[src/rtl/core/gtp_pkg.sv]
// Package with the shared types, codes and helper functions of the GUID text parser.
`timescale 1ns / 1ps
package gtp_pkg;

  localparam logic [15:0] ChDash   = 16'h002D;
  localparam logic [15:0] ChLBrace = 16'h007B;
  localparam logic [15:0] ChRBrace = 16'h007D;
  localparam logic [15:0] ChLParen = 16'h0028;
  localparam logic [15:0] ChRParen = 16'h0029;
  localparam logic [15:0] ChComma  = 16'h002C;
  localparam logic [15:0] ChZero   = 16'h0030;
  localparam logic [15:0] ChLowX   = 16'h0078;
  localparam logic [15:0] ChUpX    = 16'h0058;

  localparam logic [5:0] ListOpenBytes = 6'd45;
  localparam logic [5:0] ListCloseTwo  = 6'd46;
  localparam logic [5:0] ListDone      = 6'd47;

  typedef enum logic [1:0] {
    FMT_DASHED = 2'd0,
    FMT_LIST   = 2'd1,
    FMT_PLAIN  = 2'd2
  } fmt_t;

  typedef enum logic [1:0] {
    WRAP_NONE  = 2'd0,
    WRAP_BRACE = 2'd1,
    WRAP_PAREN = 2'd2
  } wrap_t;

  typedef struct packed {
    logic        status;
    fmt_t        format_used;
    logic [31:0] part_one;
    logic [15:0] part_two;
    logic [15:0] part_three;
    logic [63:0] tail_bytes;
  } result_t;

  // Whitespace set: 26 fixed code points.
  function automatic logic is_space(input logic [15:0] c);
    logic r;
    r = (c == 16'h0020) || (c == 16'h1680) || (c == 16'h180E) ||
        (c >= 16'h2000 && c <= 16'h200A) || (c == 16'h202F) ||
        (c == 16'h205F) || (c == 16'h3000) || (c == 16'h2028) ||
        (c == 16'h2029) || (c >= 16'h0009 && c <= 16'h000D) ||
        (c == 16'h0085) || (c == 16'h00A0);
    return r;
  endfunction

  // Hex digit decode: bit 4 set means the code is a digit.
  function automatic logic [4:0] hex_of(input logic [15:0] c);
    logic [4:0] r;
    r = 5'd0;
    if (c >= 16'h0030 && c <= 16'h0039) r = {1'b1, c[3:0]};
    else if ((c >= 16'h0061 && c <= 16'h0066) || (c >= 16'h0041 && c <= 16'h0046))
      r = {1'b1, c[3:0] + 4'd9};
    return r;
  endfunction

endpackage

[src/rtl/core/gtp_if.sv]
// Valid/ready channel interfaces for code words and result words.
`timescale 1ns / 1ps
interface gtp_code_if (input logic clk);
  logic        valid;
  logic        ready;
  logic [15:0] code;
  modport source (output valid, output code, input ready);
  modport sink   (input valid, input code, output ready);
endinterface

interface gtp_result_if (input logic clk);
  logic               valid;
  logic               ready;
  gtp_pkg::result_t   res;
  modport source (output valid, output res, input ready);
  modport sink   (input valid, input res, output ready);
endinterface

[src/rtl/core/guid_text_parser_unit.sv]
// Top level of the GUID text parser: trimming, dashed and plain parsers, list parser instance, result register.
// A terminator word's result word is registered and offered in the cycle after acceptance.
// Throughput: one code word per cycle, save for the hold-off below; each non-space word updates all parsers at once.
// The result register stands between the sides, so input keeps flowing while a result waits,
// except that a terminator is held off while an untaken result still occupies the register.
// Reset (synchronous, rst_n low) clears all parser state and empties the result register.
`timescale 1ns / 1ps
module guid_text_parser_unit (
  input logic clk,
  input logic rst_n,
  gtp_code_if.sink     in_ch,
  gtp_result_if.source out_ch
);

  logic        out_valid_r;
  gtp_pkg::result_t res_r, res_nxt;

  logic        seen_r, pend_r, dash_r, brace_r;
  logic [5:0]  dpos_r, dpos_nxt;
  gtp_pkg::wrap_t wrap_r, wrap_nxt;
  logic [63:0] dhi_r, dlo_r, dhi_nxt, dlo_nxt;
  logic        dfail_r, dfail_nxt;
  logic [5:0]  pcnt_r, pcnt_nxt;
  logic [63:0] phi_r, plo_r, phi_nxt, plo_nxt;
  logic        pfail_r, pfail_nxt;

  logic        acc, term, sp, step;
  logic [15:0] c;
  logic [4:0]  hx;
  logic        lfail, ldone;
  logic [63:0] lhi, llo;
  logic        ok;
  logic [63:0] vhi, vlo;

  assign in_ch.ready = !(out_valid_r && !out_ch.ready) || (in_ch.code != 16'd0);
  assign acc  = in_ch.valid && in_ch.ready;
  assign c    = in_ch.code;
  assign term = acc && (c == 16'd0);
  assign sp   = gtp_pkg::is_space(c);
  assign step = acc && (c != 16'd0) && !sp;
  assign hx   = gtp_pkg::hex_of(c);

  gtp_list_parser u_list (
    .clk(clk), .rst_n(rst_n), .step(step), .clear(term), .code(c),
    .failed(lfail), .done(ldone), .val_hi(lhi), .val_lo(llo)
  );

  // Dashed and plain parsers for one non-space character.
  always_comb begin
    dpos_nxt  = dpos_r;
    wrap_nxt  = wrap_r;
    dhi_nxt   = dhi_r;
    dlo_nxt   = dlo_r;
    dfail_nxt = dfail_r | pend_r;
    pcnt_nxt  = pcnt_r;
    phi_nxt   = phi_r;
    plo_nxt   = plo_r;
    pfail_nxt = pfail_r | pend_r;
    if (!seen_r && (c == gtp_pkg::ChLBrace || c == gtp_pkg::ChLParen)) begin
      wrap_nxt = (c == gtp_pkg::ChLBrace) ? gtp_pkg::WRAP_BRACE : gtp_pkg::WRAP_PAREN;
    end else if (!dfail_nxt) begin
      if (dpos_r < 6'd36) begin
        if (dpos_r == 6'd8 || dpos_r == 6'd13 || dpos_r == 6'd18 || dpos_r == 6'd23) begin
          if (c != gtp_pkg::ChDash) dfail_nxt = 1'b1;
          else dpos_nxt = dpos_r + 6'd1;
        end else if (!hx[4]) begin
          dfail_nxt = 1'b1;
        end else begin
          dhi_nxt  = {dhi_r[59:0], dlo_r[63:60]};
          dlo_nxt  = {dlo_r[59:0], hx[3:0]};
          dpos_nxt = dpos_r + 6'd1;
        end
      end else if (dpos_r == 6'd36 && wrap_r != gtp_pkg::WRAP_NONE) begin
        if (c != ((wrap_r == gtp_pkg::WRAP_BRACE) ? gtp_pkg::ChRBrace : gtp_pkg::ChRParen))
          dfail_nxt = 1'b1;
        else dpos_nxt = 6'd37;
      end else begin
        dfail_nxt = 1'b1;
      end
    end
    if (!pfail_nxt) begin
      if (pcnt_r >= 6'd32 || !hx[4]) begin
        pfail_nxt = 1'b1;
      end else begin
        phi_nxt  = {phi_r[59:0], plo_r[63:60]};
        plo_nxt  = {plo_r[59:0], hx[3:0]};
        pcnt_nxt = pcnt_r + 6'd1;
      end
    end
  end

  // Parser state registers.
  always_ff @(posedge clk) begin
    if (!rst_n || term) begin
      seen_r <= 1'b0; pend_r <= 1'b0; dash_r <= 1'b0; brace_r <= 1'b0;
      dpos_r <= 6'd0; wrap_r <= gtp_pkg::WRAP_NONE; dhi_r <= 64'd0; dlo_r <= 64'd0;
      dfail_r <= 1'b0; pcnt_r <= 6'd0; phi_r <= 64'd0; plo_r <= 64'd0; pfail_r <= 1'b0;
    end else if (acc && sp) begin
      if (seen_r) pend_r <= 1'b1;
    end else if (step) begin
      seen_r  <= 1'b1;
      pend_r  <= 1'b0;
      if (c == gtp_pkg::ChDash) dash_r <= 1'b1;
      if (c == gtp_pkg::ChLBrace) brace_r <= 1'b1;
      dpos_r  <= dpos_nxt; wrap_r <= wrap_nxt; dhi_r <= dhi_nxt; dlo_r <= dlo_nxt;
      dfail_r <= dfail_nxt; pcnt_r <= pcnt_nxt; phi_r <= phi_nxt; plo_r <= plo_nxt;
      pfail_r <= pfail_nxt;
    end
  end

  // Choose a parser at the terminator and build the result word.
  always_comb begin
    res_nxt = '0;
    if (dash_r) begin
      res_nxt.format_used = gtp_pkg::FMT_DASHED;
      ok  = !dfail_r && dpos_r == ((wrap_r != gtp_pkg::WRAP_NONE) ? 6'd37 : 6'd36);
      vhi = dhi_r; vlo = dlo_r;
    end else if (brace_r) begin
      res_nxt.format_used = gtp_pkg::FMT_LIST;
      ok  = !lfail && ldone;
      vhi = lhi; vlo = llo;
    end else begin
      res_nxt.format_used = gtp_pkg::FMT_PLAIN;
      ok  = !pfail_r && pcnt_r == 6'd32;
      vhi = phi_r; vlo = plo_r;
    end
    res_nxt.status = !ok;
    if (ok) begin
      res_nxt.part_one   = vhi[63:32];
      res_nxt.part_two   = vhi[31:16];
      res_nxt.part_three = vhi[15:0];
      res_nxt.tail_bytes = vlo;
    end
  end

  // Result register.
  always_ff @(posedge clk) begin
    if (!rst_n) begin
      out_valid_r <= 1'b0;
    end else if (term) begin
      out_valid_r <= 1'b1;
    end else if (out_ch.ready) begin
      out_valid_r <= 1'b0;
    end
  end

  always_ff @(posedge clk) begin
    if (term) res_r <= res_nxt;
  end

  assign out_ch.valid = out_valid_r;
  assign out_ch.res   = res_r;

endmodule

[src/rtl/core/gtp_list_parser.sv]
// Braced hex-list parser: phase update and field capture for one character.
`timescale 1ns / 1ps
module gtp_list_parser (
  input  logic        clk,
  input  logic        rst_n,
  input  logic        step,
  input  logic        clear,
  input  logic [15:0] code,
  output logic        failed,
  output logic        done,
  output logic [63:0] val_hi,
  output logic [63:0] val_lo
);

  logic [5:0]  phase_r, phase_nxt;
  logic [3:0]  sig_r, sig_nxt;
  logic [31:0] field_r, field_nxt;
  logic [63:0] hi_r, hi_nxt, lo_r, lo_nxt;
  logic        fail_r, fail_nxt;

  logic [4:0]  hx;
  logic [5:0]  pm1;
  logic [3:0]  k;
  logic [1:0]  sub;
  logic [3:0]  cap;
  logic [3:0]  sig_inc;
  logic [5:0]  shamt;

  assign failed = fail_r;
  assign done   = (phase_r == gtp_pkg::ListDone);
  assign val_hi = hi_r;
  assign val_lo = lo_r;

  // Next phase, field and stored value for one non-space character.
  always_comb begin
    hx        = gtp_pkg::hex_of(code);
    pm1       = phase_r - 6'd1;
    k         = pm1[5:2];
    sub       = pm1[1:0];
    cap       = (k == 4'd0) ? 4'd8 : ((k <= 4'd2) ? 4'd4 : 4'd2);
    sig_inc   = sig_r + 4'd1;
    // Byte slots three to ten sit at bit offsets 56 down to 0.
    shamt     = {3'(4'd10 - k), 3'd0};
    phase_nxt = phase_r;
    sig_nxt   = sig_r;
    field_nxt = field_r;
    hi_nxt    = hi_r;
    lo_nxt    = lo_r;
    fail_nxt  = fail_r;
    if (step && !fail_r) begin
      if (phase_r == 6'd0) begin
        if (code == gtp_pkg::ChLBrace) phase_nxt = 6'd1; else fail_nxt = 1'b1;
      end else if (phase_r == gtp_pkg::ListOpenBytes) begin
        if (code == gtp_pkg::ChLBrace) phase_nxt = 6'd13; else fail_nxt = 1'b1;
      end else if (phase_r == gtp_pkg::ListCloseTwo) begin
        if (code == gtp_pkg::ChRBrace) phase_nxt = gtp_pkg::ListDone;
        else fail_nxt = 1'b1;
      end else if (phase_r >= gtp_pkg::ListDone) begin
        fail_nxt = 1'b1;
      end else if (sub == 2'd0) begin
        if (code == gtp_pkg::ChZero) phase_nxt = phase_r + 6'd1; else fail_nxt = 1'b1;
      end else if (sub == 2'd1) begin
        if (code == gtp_pkg::ChLowX || code == gtp_pkg::ChUpX) begin
          phase_nxt = phase_r + 6'd1;
          sig_nxt   = 4'd0;
          field_nxt = 32'd0;
        end else begin
          fail_nxt = 1'b1;
        end
      end else if (hx[4]) begin
        if (sig_r != 4'd0 || hx[3:0] != 4'd0) begin
          sig_nxt = sig_inc;
          if (sig_inc > cap) fail_nxt = 1'b1;
        end
        if (!fail_nxt) begin
          field_nxt = {field_r[27:0], hx[3:0]};
          if (sub == 2'd2) phase_nxt = phase_r + 6'd1;
        end
      end else if (sub == 2'd2) begin
        fail_nxt = 1'b1;
      end else begin
        // End of a field: merge it into its slot, then expect the next.
        unique case (k)
          4'd0:    hi_nxt = hi_r | {field_r, 32'd0};
          4'd1:    hi_nxt = hi_r | {32'd0, field_r[15:0], 16'd0};
          4'd2:    hi_nxt = hi_r | {48'd0, field_r[15:0]};
          default: if (k <= 4'd10) lo_nxt = lo_r | ({56'd0, field_r[7:0]} << shamt);
        endcase
        if (k < 4'd10 && code == gtp_pkg::ChComma)
          phase_nxt = (k == 4'd2) ? gtp_pkg::ListOpenBytes : 6'(({2'd0, k} + 6'd1) * 6'd4 + 6'd1);
        else if (k == 4'd10 && code == gtp_pkg::ChRBrace)
          phase_nxt = gtp_pkg::ListCloseTwo;
        else
          fail_nxt = 1'b1;
      end
    end
  end

  // State registers; cleared after each terminator.
  always_ff @(posedge clk) begin
    if (!rst_n || clear) begin
      phase_r <= 6'd0;
      sig_r   <= 4'd0;
      field_r <= 32'd0;
      hi_r    <= 64'd0;
      lo_r    <= 64'd0;
      fail_r  <= 1'b0;
    end else begin
      phase_r <= phase_nxt;
      sig_r   <= sig_nxt;
      field_r <= field_nxt;
      hi_r    <= hi_nxt;
      lo_r    <= lo_nxt;
      fail_r  <= fail_nxt;
    end
  end

endmodule

[src/flat_wrapper.sv]
// flat-port wrapper written by rule: the top's interface ports become plain ports
module guid_text_parser_unit_flat 
  (clk, rst_n, in_ch_valid, in_ch_code, in_ch_ready, out_ch_valid, out_ch_res, out_ch_ready);
  gtp_code_if in_ch_i (.clk(clk));
  gtp_result_if out_ch_i (.clk(clk));
  input logic clk;
  input logic rst_n;
  input wire logic [$bits(in_ch_i.valid)-1:0] in_ch_valid;
  input wire logic [$bits(in_ch_i.code)-1:0] in_ch_code;
  output wire logic [$bits(in_ch_i.ready)-1:0] in_ch_ready;
  output wire logic [$bits(out_ch_i.valid)-1:0] out_ch_valid;
  output wire logic [$bits(out_ch_i.res)-1:0] out_ch_res;
  input wire logic [$bits(out_ch_i.ready)-1:0] out_ch_ready;
  assign in_ch_i.valid = in_ch_valid;
  assign in_ch_i.code = in_ch_code;
  assign in_ch_ready = in_ch_i.ready;
  assign out_ch_valid = out_ch_i.valid;
  assign out_ch_res = out_ch_i.res;
  assign out_ch_i.ready = out_ch_ready;
  guid_text_parser_unit u_core (.clk(clk), .rst_n(rst_n), .in_ch(in_ch_i), .out_ch(out_ch_i));
endmodule
[config.mk]
export PLATFORM = sky130hd
export DESIGN_NAME = guid_text_parser_unit_flat
export DESIGN_NICKNAME = d
export VERILOG_FILES = /design/src/rtl/core/gtp_pkg.sv /design/src/rtl/core/gtp_if.sv /design/src/rtl/core/guid_text_parser_unit.sv /design/src/rtl/core/gtp_list_parser.sv /design/src/flat_wrapper.sv
export SDC_FILE = /design/constraint.sdc
export NUM_CORES = 1
export LEC_CHECK = 0
export ABC_AREA = 1
export BUFFER_PORTS_ARGS = -buffer_cell sky130_fd_sc_hd__buf_2
export CAP_MARGIN = 10
export CORE_MARGIN = 4
export CORE_UTILIZATION = 36
export CTS_CLUSTER_SIZE = 8
export DETAILED_ROUTE_END_ITERATION = 7
export GPL_TIMING_DRIVEN = 0
export PLACE_DENSITY = 0.48
export REMOVE_ABC_BUFFERS = 1
export SLEW_MARGIN = 5
export SYNTH_ARGS = -nofsm -noshare
export SYNTH_HDL_FRONTEND = slang
export SYNTH_HIERARCHICAL = 1
export SYNTH_SLANG_ARGS = --single-unit
[constraint.sdc]
create_clock -name clk -period 8.9 [get_ports clk]
set_input_delay 1.78 -clock clk [delete_from_list [all_inputs] [get_ports clk]]
set_output_delay 1.78 -clock clk [all_outputs]
set_load 0.005 [all_outputs]
==> flow_metrics.env, run 1 <==
export IMPL_synthCells=3270
export IMPL_multi_input_comb_area_um2=10450
export IMPL_hp_start="u_core/u_list/val_hi[23]"
export IMPL_holdWs_ps=445.6
export IMPL_htree_levels=3
export IMPL_routed_wl_mm=72.58
export IMPL_overflow=0
export IMPL_grt_pass1_vias=21230
export IMPL_start_util=0.3648
export IMPL_cts_sinks=579
export IMPL_ys_ff_latch=579
export IMPL_fin_crit_sh=0.7073
export IMPL_antenna_found_initial=1
export IMPL_synth_area_um2=25150
export IMPL_core_um2=68950
export IMPL_final_area_um2=29350
export IMPL_grt_first_pass_wirelength_mm=116.6
export IMPL_worstSetupPathType="in2reg"
export IMPL_firstDrtPassIters=7
export IMPL_cp_end_kind="register"
export IMPL_grt_start_max_net_pins=134
export IMPL_cpMaxStageDelayCell="nor2_2"
export IMPL_dpl_cell_area_um2=26970
export IMPL_post_cts_resized=0
export IMPL_dp_hpwl_mm=46.52
export IMPL_path_cells="buf_2 > inv_1 > ha_1 > nand2_1 > nor2_1 > nand3_1 > nand2_1 > inv_1 > nand2_1 > nor2_4 > nand3_4 > inv_1 > nand2_1 > inv_1 > nand2_1 > nor2_1 > nand2_1 > nor2_1 > nand3_2 > nor2_2 > nand3_1 > a21oi_1"
export IMPL_io_buffer_count=152
export IMPL_clkTransAtPathRegs_ps=50
export IMPL_fp_dieH_um=272.3
export IMPL_power_uw=6890
export IMPL_arrival_ps=6830
export IMPL_dieArea_um2=74160
export IMPL_crit_top_cell="nand2_1"
export IMPL_rr_worst_depth=15
export IMPL_layout_common_cells="691 x nand2_1, 659 x nor2_1, 447 x dfxtp_1, 225 x inv_1, 213 x o21ai_0"
export IMPL_max_stage_delay_ps=1150
export IMPL_cp_buffers_inverters=5
export IMPL_maxSlewHeadroom=0.2116
export IMPL_postCtsHoldBufs=0
export IMPL_maxCapViolations=0
export IMPL_grt_use_total=0.1930
export IMPL_avgSynthCellArea_um2=7.691
export IMPL_r2r_slack_ps=3500
export IMPL_drive_gt1_frac=0.1009
export IMPL_num_rows=96
export IMPL_cp_max_fo=30
export IMPL_worst_slew_pin_slew_ps=1181
export IMPL_critPathLaunch="in_ch_code[0]"
export IMPL_hold_viol=0
export IMPL_critPathTopFamily="simple AND/OR/NAND/NOR gates"
export IMPL_min_period_ps=6295
export IMPL_final_common_cell="nand2_1"
export IMPL_slew_violations=0
export IMPL_ys_warn_count=6
export IMPL_yosysSeqAreaShare=0.5130
export IMPL_stdcell_count=4321
export IMPL_layout_area_overhead_vs_synth_pct=16.71
export IMPL_via_count=21560
export IMPL_ant_nets=0
export IMPL_place_gp_congestion=0.8441
export IMPL_cts_made_buffers=83
export IMPL_final_setup_tns_ps=0
export IMPL_cts_root_buf="clkbuf_16"
export IMPL_die_x_um=272.3
export IMPL_drc=0
export IMPL_max_freq_mhz=158.9
export IMPL_io_pin_count=153
export IMPL_drtIter0Drc=1525
export IMPL_hold_class="reg2reg"
export IMPL_placed_cells=4190
export IMPL_tritoncts="done"
export IMPL_whs_path_depth=2
export IMPL_cts_buffer_depth=3
export IMPL_n_antenna_cell=0
export IMPL_fin_skew_ps=31.41
export IMPL_p_per_area_nw_per_um2=234.7
export IMPL_wl_per_cell_um=16.80
export IMPL_r2r_end="u_core/u_list/val_lo[0]"
export IMPL_status="complete, no violations"
export IMPL_layout_nets=3394
export IMPL_vdd_drop_max_mv=0.2819
export IMPL_finalSetupViolCount=0
export IMPL_fillers=7061
export IMPL_seq_area_um2=12910
export IMPL_startpoint_type="input port"
export IMPL_r2r_start="u_core/u_list/phase_r[0]"
export IMPL_leakage_uw=0.01064
export IMPL_cts_setup_buffers=0
export IMPL_drt_vias_per_instance=4.990
export IMPL_insertion_delay_ps=620
export IMPL_hold_path_end="u_core/u_list/val_hi[23]"
export IMPL_ys_types=51
export IMPL_rsz0062_at_grt="no"
export IMPL_cp_required_ps=9440
kinds of logic (layout without fill, tap and decap cells):
group / Yosys count / count (layout) / synth area share
adders and majority gates: 30 / 30 / 0.01492
AOI/OAI and AO/OA: 627 / 627 / 0.1371
DFF: 579 / 579 / 0.5130
xor gates and xnor gates: 18 / 18 / 0.006567
and+or+nand+nor: 1579 / 1579 / 0.2541
buffers and inverters: 437 / 557 / 0.07433
power by group:
part           switching (uW)  internal [uW]  total (uW)
combinational             975            292        1270
sequential               26.6           2700        2720
clock                    1150           1750        2900
through the flow:
stage	setup slack, ps	utilization
global route	2210	0.4257
detailed placement	1940	0.3912
CTS	2602	0.4257
global placement	-21090	0.3788
finish	2605	0.4257
floorplan	-3111	-
metal layers:
metal,vias to the layer above,wire length [um],track usage
met5,-,0,0
met4,0,1691,0.05773
met3,114,2887,0.02643
li1,10830,-,-
met1,10170,34340,0.2604
met2,449,33670,0.3233
area by class of cell:
cell class	count	share of cell area
clock buffers	123	0.07728
clock inverters	8	0.003964
inverters	242	0.03188
multi-input cells	2254	0.3559
flip-flops and latches	579	0.4397
well taps	931	0.03968
repair buffers	184	0.05162
sequential cells by signal, indices dropped and copies added (netlist names), 6 cells and up:
signal,cells
u_core/dlo_r,64
u_core/dhi_r,64
u_core/out_ch.res,131
u_core/pcnt_r,6
u_core/dpos_r,6
u_core/u_list/phase_r,6
u_core/u_list/field_r,32
u_core/plo_r,64
u_core/u_list/val_lo,64
u_core/phi_r,64
u_core/u_list/val_hi,64
worst max-delay path by stage:
stage,cells after the start,to
global route,22,u_core/u_list/val_lo[0]
CTS,22,u_core/u_list/val_lo[0]
global placement,5,u_core/out_ch.res[38]
finish,22,u_core/u_list/val_lo[0]
floorplan,4,u_core/out_ch.res[130]
detailed placement,22,u_core/u_list/val_lo[0]
tightest hold or removal path, stage by stage, from the launching register on:
cell     delay, ps
dfxtp_1        300
inv_1           40
a21oi_1         50
cells in the mapped netlist (all sizes together):
| cell type | n | area (um2) |
|---|---|---|
| ha | 30 | 375.4 |
| nor4 | 6 | 37.54 |
| nand4 | 16 | 106.4 |
| edfxtp | 131 | 3934 |
| nand3b | 4 | 30.03 |
| o22ai | 2 | 12.51 |
| xnor2 | 6 | 60.06 |
| nand3 | 126 | 670.6 |
| o311ai | 1 | 8.760 |
| nor2 | 680 | 2628 |
| o2111ai | 2 | 17.52 |
| dfxtp | 448 | 8969 |
| nand2 | 699 | 2649 |
| buf | 87 | 538.0 |
| o211ai | 2 | 15.01 |
| xor2 | 12 | 105.1 |
| clkbuf | 108 | 420.4 |
| inv | 242 | 910.9 |
| a221oi | 1 | 8.760 |
| a31oi | 127 | 794.5 |
| a211o | 1 | 8.760 |
| nor3 | 46 | 256.5 |
| o21ai | 316 | 1585 |
| o31ai | 1 | 7.510 |
| a211oi | 7 | 52.55 |
| nor3b | 1 | 7.510 |
| o41ai | 1 | 8.760 |
| a21oi | 134 | 685.7 |
| a41oi | 1 | 8.760 |
| and2 | 1 | 6.260 |
| o21a | 31 | 232.7 |
(Power assumes the default switching activity.)
==> run 2, diff against run 1 <==
Settings changed: PLACE_DENSITY 0.48 to 0.5.
Clock period 8.9 ns to 5.1 ns, I/O delays scaled along.
==> flow_metrics.env, run 2 (synthesized netlist as in run 1, its figures left out) <==
export IMPL_layout_common_cells="691 x nand2_1, 659 x nor2_1, 447 x dfxtp_1, 225 x inv_1, 213 x o21ai_0"
export IMPL_insertion_delay_ps=620
export IMPL_dp_hpwl_mm=46.64
export IMPL_cp_required_ps=5640
export IMPL_max_freq_mhz=209.6
export IMPL_busiest_layer="met2"
export IMPL_met1_usage=0.2554
export IMPL_hold_path_end="u_core/u_list/val_hi[22]"
export IMPL_arrival_ps=5310
export IMPL_core_um2=68950
export IMPL_grt_use_met3=0.03066
export IMPL_hp_start="u_core/u_list/val_hi[22]"
export IMPL_vdd_drop_max_mv=0.4142
export IMPL_cp_end_kind="register"
export IMPL_worst_slew_pin_slew_ps=1170
export IMPL_cts_made_buffers=82
export IMPL_dieArea_um2=74160
export IMPL_num_rows=96
export IMPL_drive_gt1_frac=0.1007
export IMPL_layout_nets=3396
export IMPL_via_count=21690
export IMPL_ant_nets=0
export IMPL_r2r_end="u_core/u_list/val_lo[10]"
export IMPL_fp_dieH_um=272.3
export IMPL_fin_crit_sh=0.9353
export IMPL_routed_wl_mm=72.25
export IMPL_holdWs_ps=445.2
export IMPL_cts_root_buf="clkbuf_16"
export IMPL_startpoint_type="input port"
export IMPL_cts_setup_buffers=0
export IMPL_cp_max_fo=17
export IMPL_drc=0
export IMPL_rr_worst_depth=16
export IMPL_leakage_uw=0.01064
export IMPL_start_util=0.3648
export IMPL_clkTransAtPathRegs_ps=50
export IMPL_layout_area_overhead_vs_synth_pct=16.82
export IMPL_power_uw=11940
export IMPL_largest_reg_flops=131
export IMPL_final_area_um2=29380
export IMPL_finalSetupViolCount=0
export IMPL_antenna_found_initial=1
export IMPL_fin_skew_ps=15.72
export IMPL_r2r_start="u_core/u_list/phase_r[0]"
export IMPL_maxCapViolations=0
export IMPL_firstDrtPassIters=5
export IMPL_io_buffer_count=152
export IMPL_min_period_ps=4770
export IMPL_hold_class="reg2reg"
export IMPL_cts_sinks=579
export IMPL_postCtsHoldBufs=0
export IMPL_final_common_cell="nand2_1"
export IMPL_dpl_cell_area_um2=27000
export IMPL_cts_buffer_depth=3
export IMPL_htree_levels=3
export IMPL_grt_start_max_net_pins=156
export IMPL_p_per_area_nw_per_um2=406.2
export IMPL_grt_use_total=0.1908
export IMPL_drtIter0Drc=1374
export IMPL_die_x_um=272.3
export IMPL_whs_path_depth=2
export IMPL_tritoncts="done"
export IMPL_r2r_slack_ps=410
export IMPL_grt_first_pass_wirelength_mm=115.4
export IMPL_grt_pass1_vias=21250
export IMPL_drt_vias_per_instance=5.012
export IMPL_fillers=7098
export IMPL_io_pin_count=153
export IMPL_overflow=0
export IMPL_worstSetupPathType="in2reg"
export IMPL_wl_per_cell_um=16.69
export IMPL_slew_violations=0
export IMPL_status="complete, no violations"
export IMPL_hold_viol=0
export IMPL_place_gp_congestion=0.8214
export IMPL_maxSlewHeadroom=0.2190
export IMPL_gr_usage_met2=0.3212
[run 2: per-layer routing]
layer	part of all wire	wire, um	vias up
li1	-	-	10820
met4	0.023	1678	0
met5	0	0	-
met3	0.046	3308	116
met2	0.47	33710	518
met1	0.46	33550	10240
[run 2: final cells by class]
cell class | instances | area [um2] | share of cell area
Antenna cell | 2 | 5.005 | 0.0001703
Clock buffer | 126 | 2237 | 0.07614
Clock inverter | 7 | 113.9 | 0.003875
Inverter | 242 | 935.9 | 0.03185
Multi-Input combinational cell | 2255 | 10460 | 0.3561
Sequential cell | 579 | 12910 | 0.4393
Tap cell | 931 | 1165 | 0.03965
Timing Repair Buffer | 186 | 1556 | 0.05297
[run 2: stage by stage]
step / std cells / util / setup WS, ps / TNS [ps]
finish: 4328 / 0.4262 / 329.8 / 0
global route: 4326 / 0.4261 / -15.88 / -52.67
CTS: 4325 / 0.4258 / 1.678 / 0
detailed placement: 4192 / 0.3917 / -1070 / -26670
global placement: 4158 / 0.3788 / -25540 / -5546470
floorplan: 3075 / - / -6911 / -1233260
[run 2: worst max path at each step]
stage / startpoint / to / slack, ps / cells after the start
finish: in_ch_code[1] / u_core/u_list/val_lo[10] / 330 / 23
global route: in_ch_code[1] / u_core/u_list/val_lo[8] / -20 / 23
CTS: u_core/u_list/phase_r[0] / u_core/u_list/val_lo[0] / 2 / 16
detailed placement: in_ch_code[1] / u_core/u_list/val_lo[0] / -1070 / 23
global placement: u_core/dash_r / u_core/out_ch.res[38] / -25540 / 5
floorplan: u_core/dash_r / u_core/out_ch.res[130] / -6910 / 4
[run 2: critical path, cell delays in order]
cell and delay (ps):
buf_2 270, inv_1 210, ha_1 290, inv_1 130
nor2_1 90, nand2_1 70, nand3_1 70, nand2_1 70
nand2_1 80, nor2_4 140, nand3_4 150, inv_1 420
nand2_1 190, inv_1 110, nand2_1 70, nor2_1 170
nand2_1 100, nor2_1 120, nand3_2 320, buf_8 300
nor2_2 560, nand3_1 150, a21oi_1 170
[run 2: power by group]
part | switching (uW) | internal (uW)
registers | 47.4 | 4710
logic | 1660 | 502
clock network | 2010 | 3010
[run 2: timing repair]
item,CTS,global route
cloned,0,1
pin swaps,0,1
gates resized for setup,1,2
endpoints found under the setup margin,22,36
==> run 3, diff against run 2 <==
Settings changed: CELL_PAD_IN_SITES_DETAIL_PLACEMENT set to 0, CELL_PAD_IN_SITES_GLOBAL_PLACEMENT set to 1, PLACE_DENSITY 0.5 to 0.64.
==> flow_metrics.env, run 3 (synthesized netlist as in run 1, its figures left out) <==
export IMPL_status="complete, no violations"
export IMPL_max_freq_mhz=210.2
export IMPL_critPathTopFamily="simple AND/OR/NAND/NOR gates"
export IMPL_start_util=0.3648
export IMPL_cp_end_kind="register"
export IMPL_clkPwrFrac=0.426
export IMPL_wl_per_cell_um=16.81
export IMPL_drt_vias_per_instance=4.972
export IMPL_largest_reg_flops=131
export IMPL_maxSlewHeadroom=0.2439
export IMPL_postCtsHoldBufs=0
export IMPL_maxCapViolations=0
export IMPL_min_period_ps=4757
export IMPL_final_common_cell="nand2_1"
export IMPL_max_stage_delay_ps=550
export IMPL_dp_hpwl_mm=46.31
export IMPL_ant_nets=0
export IMPL_fin_crit_sh=0.9328
export IMPL_r2r_start="u_core/u_list/phase_r[0]"
export IMPL_cts_root_buf="clkbuf_16"
export IMPL_cts_sinks=579
export IMPL_whs_path_depth=2
export IMPL_io_buffer_count=152
export IMPL_finalSetupViolCount=0
export IMPL_startpoint_type="input port"
export IMPL_vdd_drop_max_mv=0.3876
export IMPL_worst_slew_pin_slew_ps=1133
export IMPL_antenna_found_initial=1
export IMPL_path_cells="buf_2 > inv_1 > ha_1 > nand2_1 > nor2_1 > nand3_1 > nand2_1 > inv_1 > nand2_1 > nor2_4 > nand3_4 > inv_1 > nand2_1 > inv_1 > nand2_1 > nor2_1 > nand2_1 > nor2_1 > nand3_4 > nor2_4 > nand3_1 > a21oi_1"
export IMPL_seqPwrFrac=0.392
export IMPL_fin_skew_ps=30.79
export IMPL_die_x_um=272.3
export IMPL_drive_gt1_frac=0.1011
export IMPL_cp_buffers_inverters=5
export IMPL_crit_top_cell="nand2_1"
export IMPL_place_gp_congestion=0.8213
export IMPL_layout_setup_ws_ps=342.7
export IMPL_clkTransAtPathRegs_ps=50
export IMPL_cts_buffer_depth=3
export IMPL_drtIter0Drc=1503
export IMPL_intPower_uw=8408
export IMPL_dpl_worst_slack_ps=-1056
export IMPL_hold_path_end="u_core/u_list/val_hi[55]"
export IMPL_grt_pass1_vias=21320
export IMPL_htree_levels=3
export IMPL_hold_class="reg2reg"
export IMPL_cpMaxStageDelayCell="nor2_4"
export IMPL_pwr_share_comb=0.182
export IMPL_arrival_ps=5270
export IMPL_r2r_slack_ps=480
export IMPL_routed_wl_mm=72.83
export IMPL_r2r_end="u_core/u_list/val_lo[0]"
export IMPL_sw_frac_of_total=0.3070
export IMPL_dieArea_um2=74160
export IMPL_switching_power_uw=3724
export IMPL_cp_max_fo=31
export IMPL_grt_start_max_net_pins=153
export IMPL_grt_first_pass_wirelength_mm=117.7
export IMPL_layout_nets=3396
export IMPL_overflow=0
export IMPL_grt_use_total=0.1938
export IMPL_cts_made_buffers=83
export IMPL_hp_start="u_core/u_list/val_hi[55]"
export IMPL_hold_viol=0
export IMPL_firstDrtPassIters=6
export IMPL_drc=0
export IMPL_via_count=21540
export IMPL_power_uw=12130
export IMPL_cp_required_ps=5610
export IMPL_layout_common_cells="691 x nand2_1, 659 x nor2_1, 447 x dfxtp_1, 225 x inv_1, 213 x o21ai_0"
export IMPL_io_pin_count=153
export IMPL_layout_area_overhead_vs_synth_pct=17.32
export IMPL_p_per_area_nw_per_um2=411.2
export IMPL_slew_violations=0
export IMPL_insertion_delay_ps=610
export IMPL_fillers=7209
export IMPL_num_rows=96
export IMPL_leakage_uw=0.01069
export IMPL_rr_worst_depth=15
export IMPL_tritoncts="done"
export IMPL_core_um2=68950
export IMPL_rsz0062_at_grt="no"
export IMPL_fp_dieH_um=272.3
export IMPL_worstSetupPathType="in2reg"
==> run 3: repair_timing <==
action,4_1_cts,5_1_grt
cloned,1,0
buffers inserted,0,0
resized for setup,3,2
setup endpoints to repair,22,36
pin swaps,1,0
hold endpoints to repair,0,0
==> run 3: worst max path at each step <==
stage,start,end,slack (ps),cells past startpoint
final,in_ch_code[0],u_core/u_list/val_lo[0],340,22
after global routing,in_ch_code[0],u_core/u_list/val_lo[0],30,22
after CTS,in_ch_code[0],u_core/u_list/val_lo[0],90,22
after detailed placement,in_ch_code[0],u_core/u_list/val_lo[0],-1060,22
after global placement,u_core/dash_r,u_core/out_ch.res[130],-25140,4
after floorplan,u_core/dash_r,u_core/out_ch.res[130],-6910,4
==> run 3: worst min-delay path: cells and delay by family (launching register included) <==
family / cells / cell delay [ps]
flip-flops: 1 / 300
buffers and inverters: 1 / 50
AO/OA/AOI/OAI: 1 / 50
==> run 3: metal layers <==
| layer | vias to the layer above | global-route usage | wire [um] |
|---|---|---|---|
| li1 | 10830 | - | - |
| met1 | 10200 | 0.2701 | 34980 |
| met2 | 421 | 0.3142 | 33240 |
| met3 | 96 | 0.03171 | 3139 |
| met4 | 0 | 0.05078 | 1471 |
| met5 | - | 0 | 0 |
==> run 3: cell type report <==
cell class	instances	area [um2]	area share
sequential	579	12910	0.4374
multi-input combinational	2255	10480	0.3550
clock buffer	136	2402	0.08141
timing repair buffer	185	1558	0.05279
tap	931	1165	0.03948
inverter	242	938.4	0.03180
clock inverter	4	60.06	0.002035
antenna	1	2.502	0.00008481
==> run 3: power by group through the flow <==
stage | Combinational, uW | Sequential (uW) | Clock, uW
finish | 2210 | 4750 | 5170
global route | 2410 | 4750 | 5520
CTS | 2210 | 4750 | 5330
detailed placement | 2170 | 4840 | 0
global placement | 1750 | 4840 | 0
floorplan | 1290 | 4830 | 0
==> run 3: through the flow <==
stage | setup TNS (ps) | cell area (um2) | util | hold WS (ps) | instances
after floorplan | -1233260 | 24190 | - | 429.8 | 3075
after global placement | -5562150 | 26120 | 0.3788 | 437.7 | 4158
after detailed placement | -23780 | 27010 | 0.3918 | 440.2 | 4191
after CTS | 0 | 29490 | 0.4278 | 447.9 | 4332
after global routing | 0 | 29500 | 0.4279 | 464.1 | 4332
final | 0 | 29510 | 0.4280 | 447.4 | 4333
